`src/design/rtex_pkg.sv`:
```
// constants, funct codes and result layout of the r-type execute block
// no dependencies
`default_nettype none

package rtex_pkg;

	localparam int unsigned REG_COUNT = 32;
	localparam int unsigned RF_AW     = $clog2(REG_COUNT);
	localparam int unsigned WORD_W    = 32;
	localparam int unsigned IDX_W     = 5;
	localparam int unsigned IN_W      = 32;
	localparam int unsigned OUT_W     = 80;

	localparam logic [5:0] OPC_RTYPE = 6'b000000;

	localparam logic [5:0] FN_ADD  = 6'b100000;
	localparam logic [5:0] FN_ADDU = 6'b100001;
	localparam logic [5:0] FN_SUB  = 6'b100010;
	localparam logic [5:0] FN_AND  = 6'b100100;
	localparam logic [5:0] FN_OR   = 6'b100101;
	localparam logic [5:0] FN_XOR  = 6'b100110;
	localparam logic [5:0] FN_NOR  = 6'b100111;
	localparam logic [5:0] FN_NAND = 6'b101000;
	localparam logic [5:0] FN_SLT  = 6'b101010;
	localparam logic [5:0] FN_SLL  = 6'b000000;
	localparam logic [5:0] FN_SRL  = 6'b000010;
	localparam logic [5:0] FN_SRA  = 6'b000011;
	localparam logic [5:0] FN_JR   = 6'b001000;

	typedef struct packed {
		logic              illegal;
		logic              overflow;
		logic [WORD_W-1:0] next_pc;
		logic              value_changed;
		logic [WORD_W-1:0] write_value;
		logic [IDX_W-1:0]  write_index;
		logic              write_enable;
	} result_t;

endpackage

`default_nettype wire

```
`src/design/rtex_ram.sv`:
```
// generic synchronous ram: one write port, two registered read ports
// no dependencies
`default_nettype none

module rtex_ram #(
	parameter int WIDTH = 32,
	parameter int DEPTH = 32
) (
	input  wire logic                     clk,
	input  wire logic                     we,
	input  wire logic [$clog2(DEPTH)-1:0] waddr,
	input  wire logic [WIDTH-1:0]         wdata,
	input  wire logic                     re,
	input  wire logic [$clog2(DEPTH)-1:0] raddr_a,
	input  wire logic [$clog2(DEPTH)-1:0] raddr_b,
	output logic      [WIDTH-1:0]         rdata_a,
	output logic      [WIDTH-1:0]         rdata_b
);

	logic [WIDTH-1:0] mem [DEPTH];

	always_ff @(posedge clk) begin
		if (we) begin
			mem[waddr] <= wdata;
		end
		// read returns the old contents on a same-address write
		if (re) begin
			rdata_a <= mem[raddr_a];
			rdata_b <= mem[raddr_b];
		end
	end

endmodule

`default_nettype wire

```
`src/design/r_type_execute_with_register_file.sv`:
```
// Executes one MIPS-style R-type word per transfer against a register file of
// rtex_pkg::REG_COUNT words and a program counter. One instruction is taken
// every clock while the result channel does not stall. The instruction
// word and the ram reads are registered at the input transfer, and the result
// register follows them. The register file lives in synchronous
// rams that are read in the accept cycle. The write-back happens at the edge that
// registers the result, and the latest write is forwarded to the next
// instruction. While a result waits, one more instruction is held and then the
// input stalls. Register contents are tracked by per-entry valid bits,
// so the file reads as all zeros straight out of reset with no clearing pass.
// A cfg transfer loads the program counter and is taken in any cycle.
// Depends on rtex_pkg and rtex_ram.
`default_nettype none

module r_type_execute_with_register_file (
	input  wire logic                        clk,
	input  wire logic                        arst_n,
	// configuration: start_pc
	input  wire logic                        cfg_valid,
	output logic                             cfg_ready,
	input  wire logic [31:0]                 cfg_data,
	// s_tdata: instruction[31:0]
	input  wire logic                        s_tvalid,
	output logic                             s_tready,
	input  wire logic [rtex_pkg::IN_W-1:0]   s_tdata,
	// m_tdata: write_enable[0], write_index[5:1], write_value[37:6],
	// value_changed[38], next_pc[70:39], overflow[71], illegal[72], zeros above
	output logic                             m_tvalid,
	input  wire logic                        m_tready,
	output logic      [rtex_pkg::OUT_W-1:0]  m_tdata
);

	localparam int unsigned AW = rtex_pkg::RF_AW;
	localparam int unsigned WW = rtex_pkg::WORD_W;
	localparam int unsigned RW = $bits(rtex_pkg::result_t);

	logic                       s_acc;
	logic                       go_s1;
	logic                       valid_s1;
	logic [31:0]                ins_s1;
	logic                       out_valid_q;
	rtex_pkg::result_t          out_q;
	logic [WW-1:0]              pc_q;
	logic [rtex_pkg::REG_COUNT-1:0] rf_valid_q;
	logic                       fwd_en_q;
	logic [rtex_pkg::IDX_W-1:0] fwd_idx_q;
	logic [WW-1:0]              fwd_val_q;

	logic [WW-1:0]              ram_rs;
	logic [WW-1:0]              ram_rt;
	logic [WW-1:0]              ram_rd;
	logic [rtex_pkg::IDX_W-1:0] in_rs;
	logic [rtex_pkg::IDX_W-1:0] in_rt;
	logic [rtex_pkg::IDX_W-1:0] in_rd;

	logic [5:0]                 opcode;
	logic [rtex_pkg::IDX_W-1:0] rs;
	logic [rtex_pkg::IDX_W-1:0] rt;
	logic [rtex_pkg::IDX_W-1:0] rd;
	logic [4:0]                 shamt;
	logic [5:0]                 funct;
	logic [WW-1:0]              op_a;
	logic [WW-1:0]              op_b;
	logic [WW-1:0]              old_rd;
	logic [WW-1:0]              alu;
	logic                       ovf;
	logic                       bad;
	logic                       is_jr;
	logic                       wr;
	rtex_pkg::result_t          res;

	// register read: zero register, out-of-range index, forwarding, valid bit
	function automatic logic [WW-1:0] rf_read(
		input logic [rtex_pkg::IDX_W-1:0] idx,
		input logic [WW-1:0]              ram_data,
		input logic                       f_en,
		input logic [rtex_pkg::IDX_W-1:0] f_idx,
		input logic [WW-1:0]              f_val,
		input logic [rtex_pkg::REG_COUNT-1:0] vbits
	);
		logic [WW-1:0] v;
		v = '0;
		if (idx != '0 && 32'(idx) < rtex_pkg::REG_COUNT) begin
			if (f_en && f_idx == idx) begin
				v = f_val;
			end else if (vbits[idx[AW-1:0]]) begin
				v = ram_data;
			end
		end
		return v;
	endfunction

	assign cfg_ready = 1'b1;
	assign go_s1     = valid_s1 && (!out_valid_q || m_tready);
	assign s_tready  = !valid_s1 || go_s1;
	assign s_acc     = s_tvalid && s_tready;
	assign m_tvalid  = out_valid_q;
	assign m_tdata   = {(rtex_pkg::OUT_W - RW)'(0), out_q};

	assign in_rs = s_tdata[25:21];
	assign in_rt = s_tdata[20:16];
	assign in_rd = s_tdata[15:11];

	assign opcode = ins_s1[31:26];
	assign rs     = ins_s1[25:21];
	assign rt     = ins_s1[20:16];
	assign rd     = ins_s1[15:11];
	assign shamt  = ins_s1[10:6];
	assign funct  = ins_s1[5:0];

	assign wr = go_s1 && res.write_enable;

	rtex_ram #(.WIDTH(WW), .DEPTH(rtex_pkg::REG_COUNT)) u_ram_src (
		.clk     (clk),
		.we      (wr),
		.waddr   (rd[AW-1:0]),
		.wdata   (res.write_value),
		.re      (s_acc),
		.raddr_a (in_rs[AW-1:0]),
		.raddr_b (in_rt[AW-1:0]),
		.rdata_a (ram_rs),
		.rdata_b (ram_rt)
	);

	// second copy serves the old destination value for value_changed
	rtex_ram #(.WIDTH(WW), .DEPTH(rtex_pkg::REG_COUNT)) u_ram_dst (
		.clk     (clk),
		.we      (wr),
		.waddr   (rd[AW-1:0]),
		.wdata   (res.write_value),
		.re      (s_acc),
		.raddr_a (in_rd[AW-1:0]),
		.raddr_b (in_rd[AW-1:0]),
		.rdata_a (ram_rd),
		.rdata_b ()
	);

	always_comb begin
		op_a   = rf_read(rs, ram_rs, fwd_en_q, fwd_idx_q, fwd_val_q, rf_valid_q);
		op_b   = rf_read(rt, ram_rt, fwd_en_q, fwd_idx_q, fwd_val_q, rf_valid_q);
		old_rd = rf_read(rd, ram_rd, fwd_en_q, fwd_idx_q, fwd_val_q, rf_valid_q);
		alu    = '0;
		ovf    = 1'b0;
		bad    = 1'b0;
		is_jr  = 1'b0;
		case (funct)
			rtex_pkg::FN_ADD: begin
				alu = op_a + op_b;
				ovf = ~(op_a[WW-1] ^ op_b[WW-1]) & (op_a[WW-1] ^ alu[WW-1]);
			end
			rtex_pkg::FN_ADDU: alu = op_a + op_b;
			rtex_pkg::FN_SUB: begin
				alu = op_a - op_b;
				ovf = (op_a[WW-1] ^ op_b[WW-1]) & (op_a[WW-1] ^ alu[WW-1]);
			end
			rtex_pkg::FN_AND:  alu = op_a & op_b;
			rtex_pkg::FN_OR:   alu = op_a | op_b;
			rtex_pkg::FN_XOR:  alu = op_a ^ op_b;
			rtex_pkg::FN_NOR:  alu = ~(op_a | op_b);
			rtex_pkg::FN_NAND: alu = ~(op_a & op_b);
			rtex_pkg::FN_SLT:  alu = WW'($signed(op_a) < $signed(op_b));
			rtex_pkg::FN_SLL:  alu = op_b << shamt;
			rtex_pkg::FN_SRL:  alu = op_b >> shamt;
			rtex_pkg::FN_SRA:  alu = $unsigned($signed(op_b) >>> shamt);
			rtex_pkg::FN_JR:   is_jr = 1'b1;
			default:           bad = 1'b1;
		endcase
		if (opcode != rtex_pkg::OPC_RTYPE) begin
			bad = 1'b1;
		end

		res = '0;
		if (bad) begin
			res.illegal = 1'b1;
			res.next_pc = pc_q;
		end else begin
			res.overflow = ovf;
			res.next_pc  = is_jr ? op_a : pc_q + WW'(4);
			if (!is_jr && rd != '0 && 32'(rd) < rtex_pkg::REG_COUNT) begin
				res.write_enable  = 1'b1;
				res.write_index   = rd;
				res.write_value   = alu;
				res.value_changed = old_rd != alu;
			end
		end
	end

	always_ff @(posedge clk or negedge arst_n) begin
		if (!arst_n) begin
			valid_s1    <= 1'b0;
			out_valid_q <= 1'b0;
			pc_q        <= '0;
			rf_valid_q  <= '0;
			fwd_en_q    <= 1'b0;
		end else begin
			if (s_acc) begin
				valid_s1 <= 1'b1;
			end else if (go_s1) begin
				valid_s1 <= 1'b0;
			end
			if (go_s1) begin
				out_valid_q <= 1'b1;
			end else if (m_tready) begin
				out_valid_q <= 1'b0;
			end
			if (cfg_valid && cfg_ready) begin
				pc_q <= cfg_data;
			end else if (go_s1 && !res.illegal) begin
				pc_q <= res.next_pc;
			end
			if (wr) begin
				rf_valid_q[rd[AW-1:0]] <= 1'b1;
				fwd_en_q               <= 1'b1;
			end
		end
	end

	// payload registers
	always_ff @(posedge clk) begin
		if (s_acc) begin
			ins_s1 <= s_tdata[31:0];
		end
		if (go_s1) begin
			out_q <= res;
		end
		// newest write, covers the read issued on the same edge
		if (wr) begin
			fwd_idx_q <= rd;
			fwd_val_q <= res.write_value;
		end
	end

endmodule

`default_nettype wire

```
`config.mk`:
```
export PLATFORM = sky130hd
export DESIGN_NAME = r_type_execute_with_register_file
export DESIGN_NICKNAME = d
export VERILOG_FILES = /design/src/design/rtex_pkg.sv /design/src/design/rtex_ram.sv /design/src/design/r_type_execute_with_register_file.sv
export SDC_FILE = /design/constraint.sdc
export NUM_CORES = 2
export LEC_CHECK = 0
export BUFFER_PORTS_ARGS = -buffer_cell sky130_fd_sc_hd__buf_4
export CAP_MARGIN = 20
export CORE_UTILIZATION = 60
export CTS_CLUSTER_SIZE = 14
export DETAILED_ROUTE_END_ITERATION = 8
export GPL_TIMING_DRIVEN = 0
export PLACE_DENSITY = 0.77
export SYNTH_ARGS = -nofsm -noshare
export SYNTH_HDL_FRONTEND = slang
export SYNTH_SLANG_ARGS = --single-unit
```
`constraint.sdc`:
```
create_clock -name clk -period 7.7 [get_ports clk]
set_clock_uncertainty 0.15 [all_clocks]
set_input_delay 0.77 -clock clk [delete_from_list [all_inputs] [get_ports clk]]
set_output_delay 0.77 -clock clk [all_outputs]
set_load 0.01 [all_outputs]
```
==> qor.yml, run 1 <==
outcome:
  outcome: "did not finish"
  lastStage: "5_1_grt"
  error: "[ERROR GRT-0116] Global routing finished with congestion. Check the congestion regions in the DRC Viewer."
clock_tree:
  cts_buffers: 140
  cts_buffer_depth: 3
  htreeDepth: 4
  cts_sinks: 1329
  clock-root-buffer: "clkbuf_16"
global_routing:
  grt-ovfl-total: 4
  grt_pass1_vias: 78500
  grt_pass1_wl_um: 695000
  grt_usage_pct: 75.7
  grt_start_max_net_pins: 68
floorplan:
  row_count: 134
  io_pins: 152
  die_x_um: 368
  die_h_um: 368
  start_util_pct: 60.4
synthesis:
  synthFlopType: "edfxtp_1"
  synth_async_sr_flop_share_pct: 5.04
  avgSynthCellArea_sq_um: 15.1
  synth_edf_count: 1262
  synth.distinct_cells: 116
  yosysWarnings: 0
  ys_seq_area_share_pct: 49.2
  netlist_instances: 5330
  synthesis.area_sq_um: 80500
  ys_seq_elements: 1329
placement:
  post-place-ws_ns: -2.92
  dp_hpwl_um: 303000
  gp_congestion: 1.14
  portBuffers: 142
## layer usage
metal,GRT overflow,GRT usage [%]
met2,0,90.6
met3,1,61.9
met5,0,36.5
met4,3,73.0
met1,0,76.6
## synth_stat cells, types with 18 or more instances
cell / n / area [sq um]
o211ai_1: 31 / 233
edfxtp_1: 1262 / 37900
xnor2_1: 47 / 412
o31ai_1: 22 / 165
nand4_1: 25 / 156
and2_1: 29 / 181
a21o_1: 27 / 203
and3_1: 28 / 175
nor2b_1: 25 / 156
a31oi_1: 35 / 219
nand3_1: 66 / 330
mux4_2: 976 / 22000
xor2_1: 25 / 219
or2_2: 44 / 275
a32oi_1: 19 / 166
nor2_1: 318 / 1190
nand2_1: 273 / 1020
mux2_2: 103 / 1160
mux2i_1: 111 / 1110
clkbuf_1: 316 / 1190
buf_1: 89 / 334
a21oi_1: 197 / 986
dfrtp_1: 67 / 1680
a221oi_1: 23 / 201
inv_1: 105 / 394
nand2b_1: 19 / 119
buf_2: 24 / 120
o21ai_0: 143 / 716
nor4_1: 27 / 169
o221ai_1: 25 / 219
a22oi_1: 115 / 863
nor3_1: 54 / 270
o22ai_1: 70 / 438
o21bai_1: 18 / 135
ha_1: 100 / 1250
a211oi_1: 33 / 248
## repair_timing
item | CTS
endpoints found under the hold margin | 12
gates resized for setup | 145
endpoints found under the setup margin | 1089
setup buffers | 30
pin swaps | 18
hold buffers | 12
gates cloned | 2
## through the flow
step | utilization, % | instances | instance area (sq um) | TNS (ns)
floorplan | - | 5368 | 80600 | 0
global placement | 62.9 | 7278 | 83900 | -6533.36
detailed placement | 64.7 | 7389 | 86200 | -1546.06
CTS | 69.0 | 7678 | 91900 | 0
## kinds of logic after synthesis
kind of cell / after synthesis / share of synthesized area [%]
flops: 1329 / 49.2
mux: 1190 / 30.1
compound gates: 1047 / 9.34
simple gates: 1005 / 5.99
buf+inv: 583 / 2.97
fa+ha+maj: 102 / 1.60
xor+xnor: 72 / 0.784
other cells: 2 / 0.00933
==> run 2, diff against run 1 <==
--- a/config.mk
+++ b/config.mk
@@ -7,11 +7,10 @@
 export LEC_CHECK = 0
 export BUFFER_PORTS_ARGS = -buffer_cell sky130_fd_sc_hd__buf_4
 export CAP_MARGIN = 20
-export CORE_UTILIZATION = 60
-export CTS_CLUSTER_SIZE = 14
+export CORE_UTILIZATION = 40
 export DETAILED_ROUTE_END_ITERATION = 8
 export GPL_TIMING_DRIVEN = 0
-export PLACE_DENSITY = 0.77
+export PLACE_DENSITY_LB_ADDON = 0.15
 export SYNTH_ARGS = -nofsm -noshare
 export SYNTH_HDL_FRONTEND = slang
 export SYNTH_SLANG_ARGS = --single-unit
==> qor.yml, run 2 <==
drt:
  wirelength_um: 393000
  vias_per_cell: 7.04
  vias: 61400
  drtIter0Drc: 9066
  drc: 64
  firstDrtPassIters: 9
  wl_per_cell_um: 45.1
  ant_nets: 0
sta:
  max-slew-margin-rel_pct: 6.71
  worst_slack_ns: -0.0366
  worst_slew_pin_slew_ns: 1.39
  fmax_ghz: 0.129
  hold_viol: 0
  setup-violations-final: 1
  slew_violations: 0
  period_share_pct: 100
  rsz0062_at_grt: "yes"
  fin_crit_ns: 7.74
setup_path:
  crit_path_max_fanout: 10
  r2r_slack_ns: -0.04
  critPathArrivalTime_ns: 8.12
  cp_slowest_stage_delay_ns: 0.69
  crit_path_frequent_cell: "buf_4"
  rr_worst_depth: 30
  critPathKind: "reg2reg"
  cp-start-kind: "flop"
  crit_required_ns: 8.08
  worstSetupPathDepth: 30
  startpoint: "ins_s1[22]"
  end_kind: "flop"
  worst_path_max_delay_cell: "a211oi_1"
  r2r_start: "ins_s1[22]"
  reg2reg_to: "m_tdata[38]"
  setup.worst_path.end: "m_tdata[38]"
  cp_num_buf_inv: 8
  cpLargestDelayFamily: "compound AO/OA/AOI/OAI gates"
floorplan:
  io_pins: 152
  core_sq_um: 200000
  die_x_um: 451
  die_h_um: 451
  start_util_pct: 40.3
  row_count: 164
  dieArea_sq_um: 203000
global_routing:
  antenna_found_initial: 20
  use_met1_pct: 47.2
  grtUsageMet3_pct: 8.25
  use_met2_pct: 60.1
  top_usage_layer: "met2"
  grt_pass1_wl_um: 527000
  grt_start_max_net_pins: 68
  grt_usage_pct: 38.4
  grt_pass1_vias: 59700
  grt-ovfl-total: 0
clock_tree:
  htreeDepth: 4
  clock-root-buffer: "clkbuf_16"
  cts_buffers: 150
  clk_pin_slew_ns: 0.06
  cts_sinks: 1329
  cts_tree: "done"
  insertion_delay_ns: 0.84
  cts_buffer_depth: 3
synthesis:
  synth_top_area_share_pct: 47.1
  synth.largest_area_cell: "edfxtp_1"
  synthesis.area_sq_um: 80500
  synth.distinct_cells: 116
  yosysWarnings: 0
  synth_most_common_cell: "edfxtp_1"
  ys_seq_area_share_pct: 49.2
  synth_edf_count: 1262
  netlist_instances: 5330
  ys_seq_elements: 1329
  synth.area.top_cells: "edfxtp_1 (47%), mux4_2 (27%), dfrtp_1 (2.1%)"
  avgSynthCellArea_sq_um: 15.1
  synthTopCellsByCount: "edfxtp_1 (1,262), mux4_2 (976), nor2_1 (318)"
  synthFlopType: "edfxtp_1"
  synth_async_sr_flop_share_pct: 5.04
min_path:
  hold_path.class: "in2reg"
final_layout:
  fin_cells: 8723
  areaGrowthSynthToFinish_pct: 18.9
  final_common_cell: "edfxtp_1"
  drive_gt1_share_pct: 33.5
  most-common-layout-cells: "edfxtp_1 (1,262), mux4_2 (976), clkbuf_1 (329)"
  finalCoreUtilization_pct: 47.9
  max_flop_register: "u_ram_src.mem"
  largest_reg_flops: 1024
  fin_nets: 6118
placement:
  dp_hpwl_um: 300000
  gp_congestion: 1.06
  portBuffers: 142
  placed_cells: 8370
power_and_ir_drop:
  p_leak_nw: 34.3
  max-vdd-ir-drop_uv: 243
  powerDensity_nw_per_um2: 195
outcome:
  outcome: "complete, but fails checks"
  violations: "DRC, setup timing"
flow_run:
  maxCapViolCount: 0
==> run 2: cell counts after synthesis <==
No cell type changed its count.
==> run 2: cells by family after synthesis <==
group	share of synthesized area, %
adders and majority gates	1.60
AOI/OAI and AO/OA	9.34
and+or+nand+nor	5.99
xor gates and xnor gates	0.784
muxes	30.1
DFF	49.2
other	0.00933
buffers and inverters	2.97
==> run 2: power breakdown <==
group | internal (mW) | switching (mW)
Clock | 4.21 | 3.19
Combinational | 1.06 | 2.19
Sequential | 7.93 | 0.116
Total | 13.2 | 5.49
==> run 2: per-stage QoR <==
stage	power (mW)	setup TNS, ns	instance area [sq um]	hold WS, ns	setup WS [ns]
6_report	18.7	-0.0366	95700	0.0349	-0.0366
5_1_grt	19.1	-0.0502	95700	0.0452	-0.0502
4_1_cts	18.6	0	95000	0.00405	0.00437
3_5_place_dp	11.2	-1173.55	89100	0.280	-2.55
3_3_place_gp	11.1	-8184.41	85000	0.288	-5.48
2_1_floorplan	9.73	0	80600	0.274	0.608
==> run 2: how the worst min path moves through the flow <==
stage                 start           end  slack, ns  depth (start not counted)
2_1_floorplan    ins_s1[11]  fwd_idx_q[0]       0.27                          0
3_3_place_gp     ins_s1[14]  fwd_idx_q[3]       0.29                          0
3_5_place_dp     ins_s1[15]  fwd_idx_q[4]       0.28                          0
4_1_cts        cfg_data[30]      pc_q[30]      0.004                          3
5_1_grt         s_tdata[12]    ins_s1[12]       0.05                          1
6_report       cfg_data[30]      pc_q[30]       0.03                          3
==> run 2: final cells by class <==
class                      count  area (sq um)
sequential                  1329         39600
fill                       17300        104000
multi-input combinational   3456         39900
timing repair buffer         435          5580
clock buffer                 194          4050
antenna                        3          7.51
buffer                       452          1940
inverter                     123           464
tap                         2656          3320
clock inverter                75           922
==> run 2: worst min-delay path: cells and delay by family <==
kind	cells	cell delay [ns]
AND/OR/NAND/NOR	1	0.05
AO/OA/AOI/OAI	1	0.06
buffers and inverters	1	0.08
==> run 2: routing by layer <==
metal,wire (um),part of all wire (%)
met1,140000,36
met2,180000,46
met3,38200,9.7
met4,34600,8.8
met5,92,0.023
==> run 2: what timing repair did <==
| item | CTS | global route |
|---|---|---|
| resized for setup | 115 | 44 |
| setup buffers | 16 | 10 |
| hold buffers | 35 | 1 |
| hold endpoints to repair | 35 | 33 |
| setup endpoints to repair | 1020 | 234 |
| pin swaps | 17 | 14 |
(Power assumes the default switching activity.)
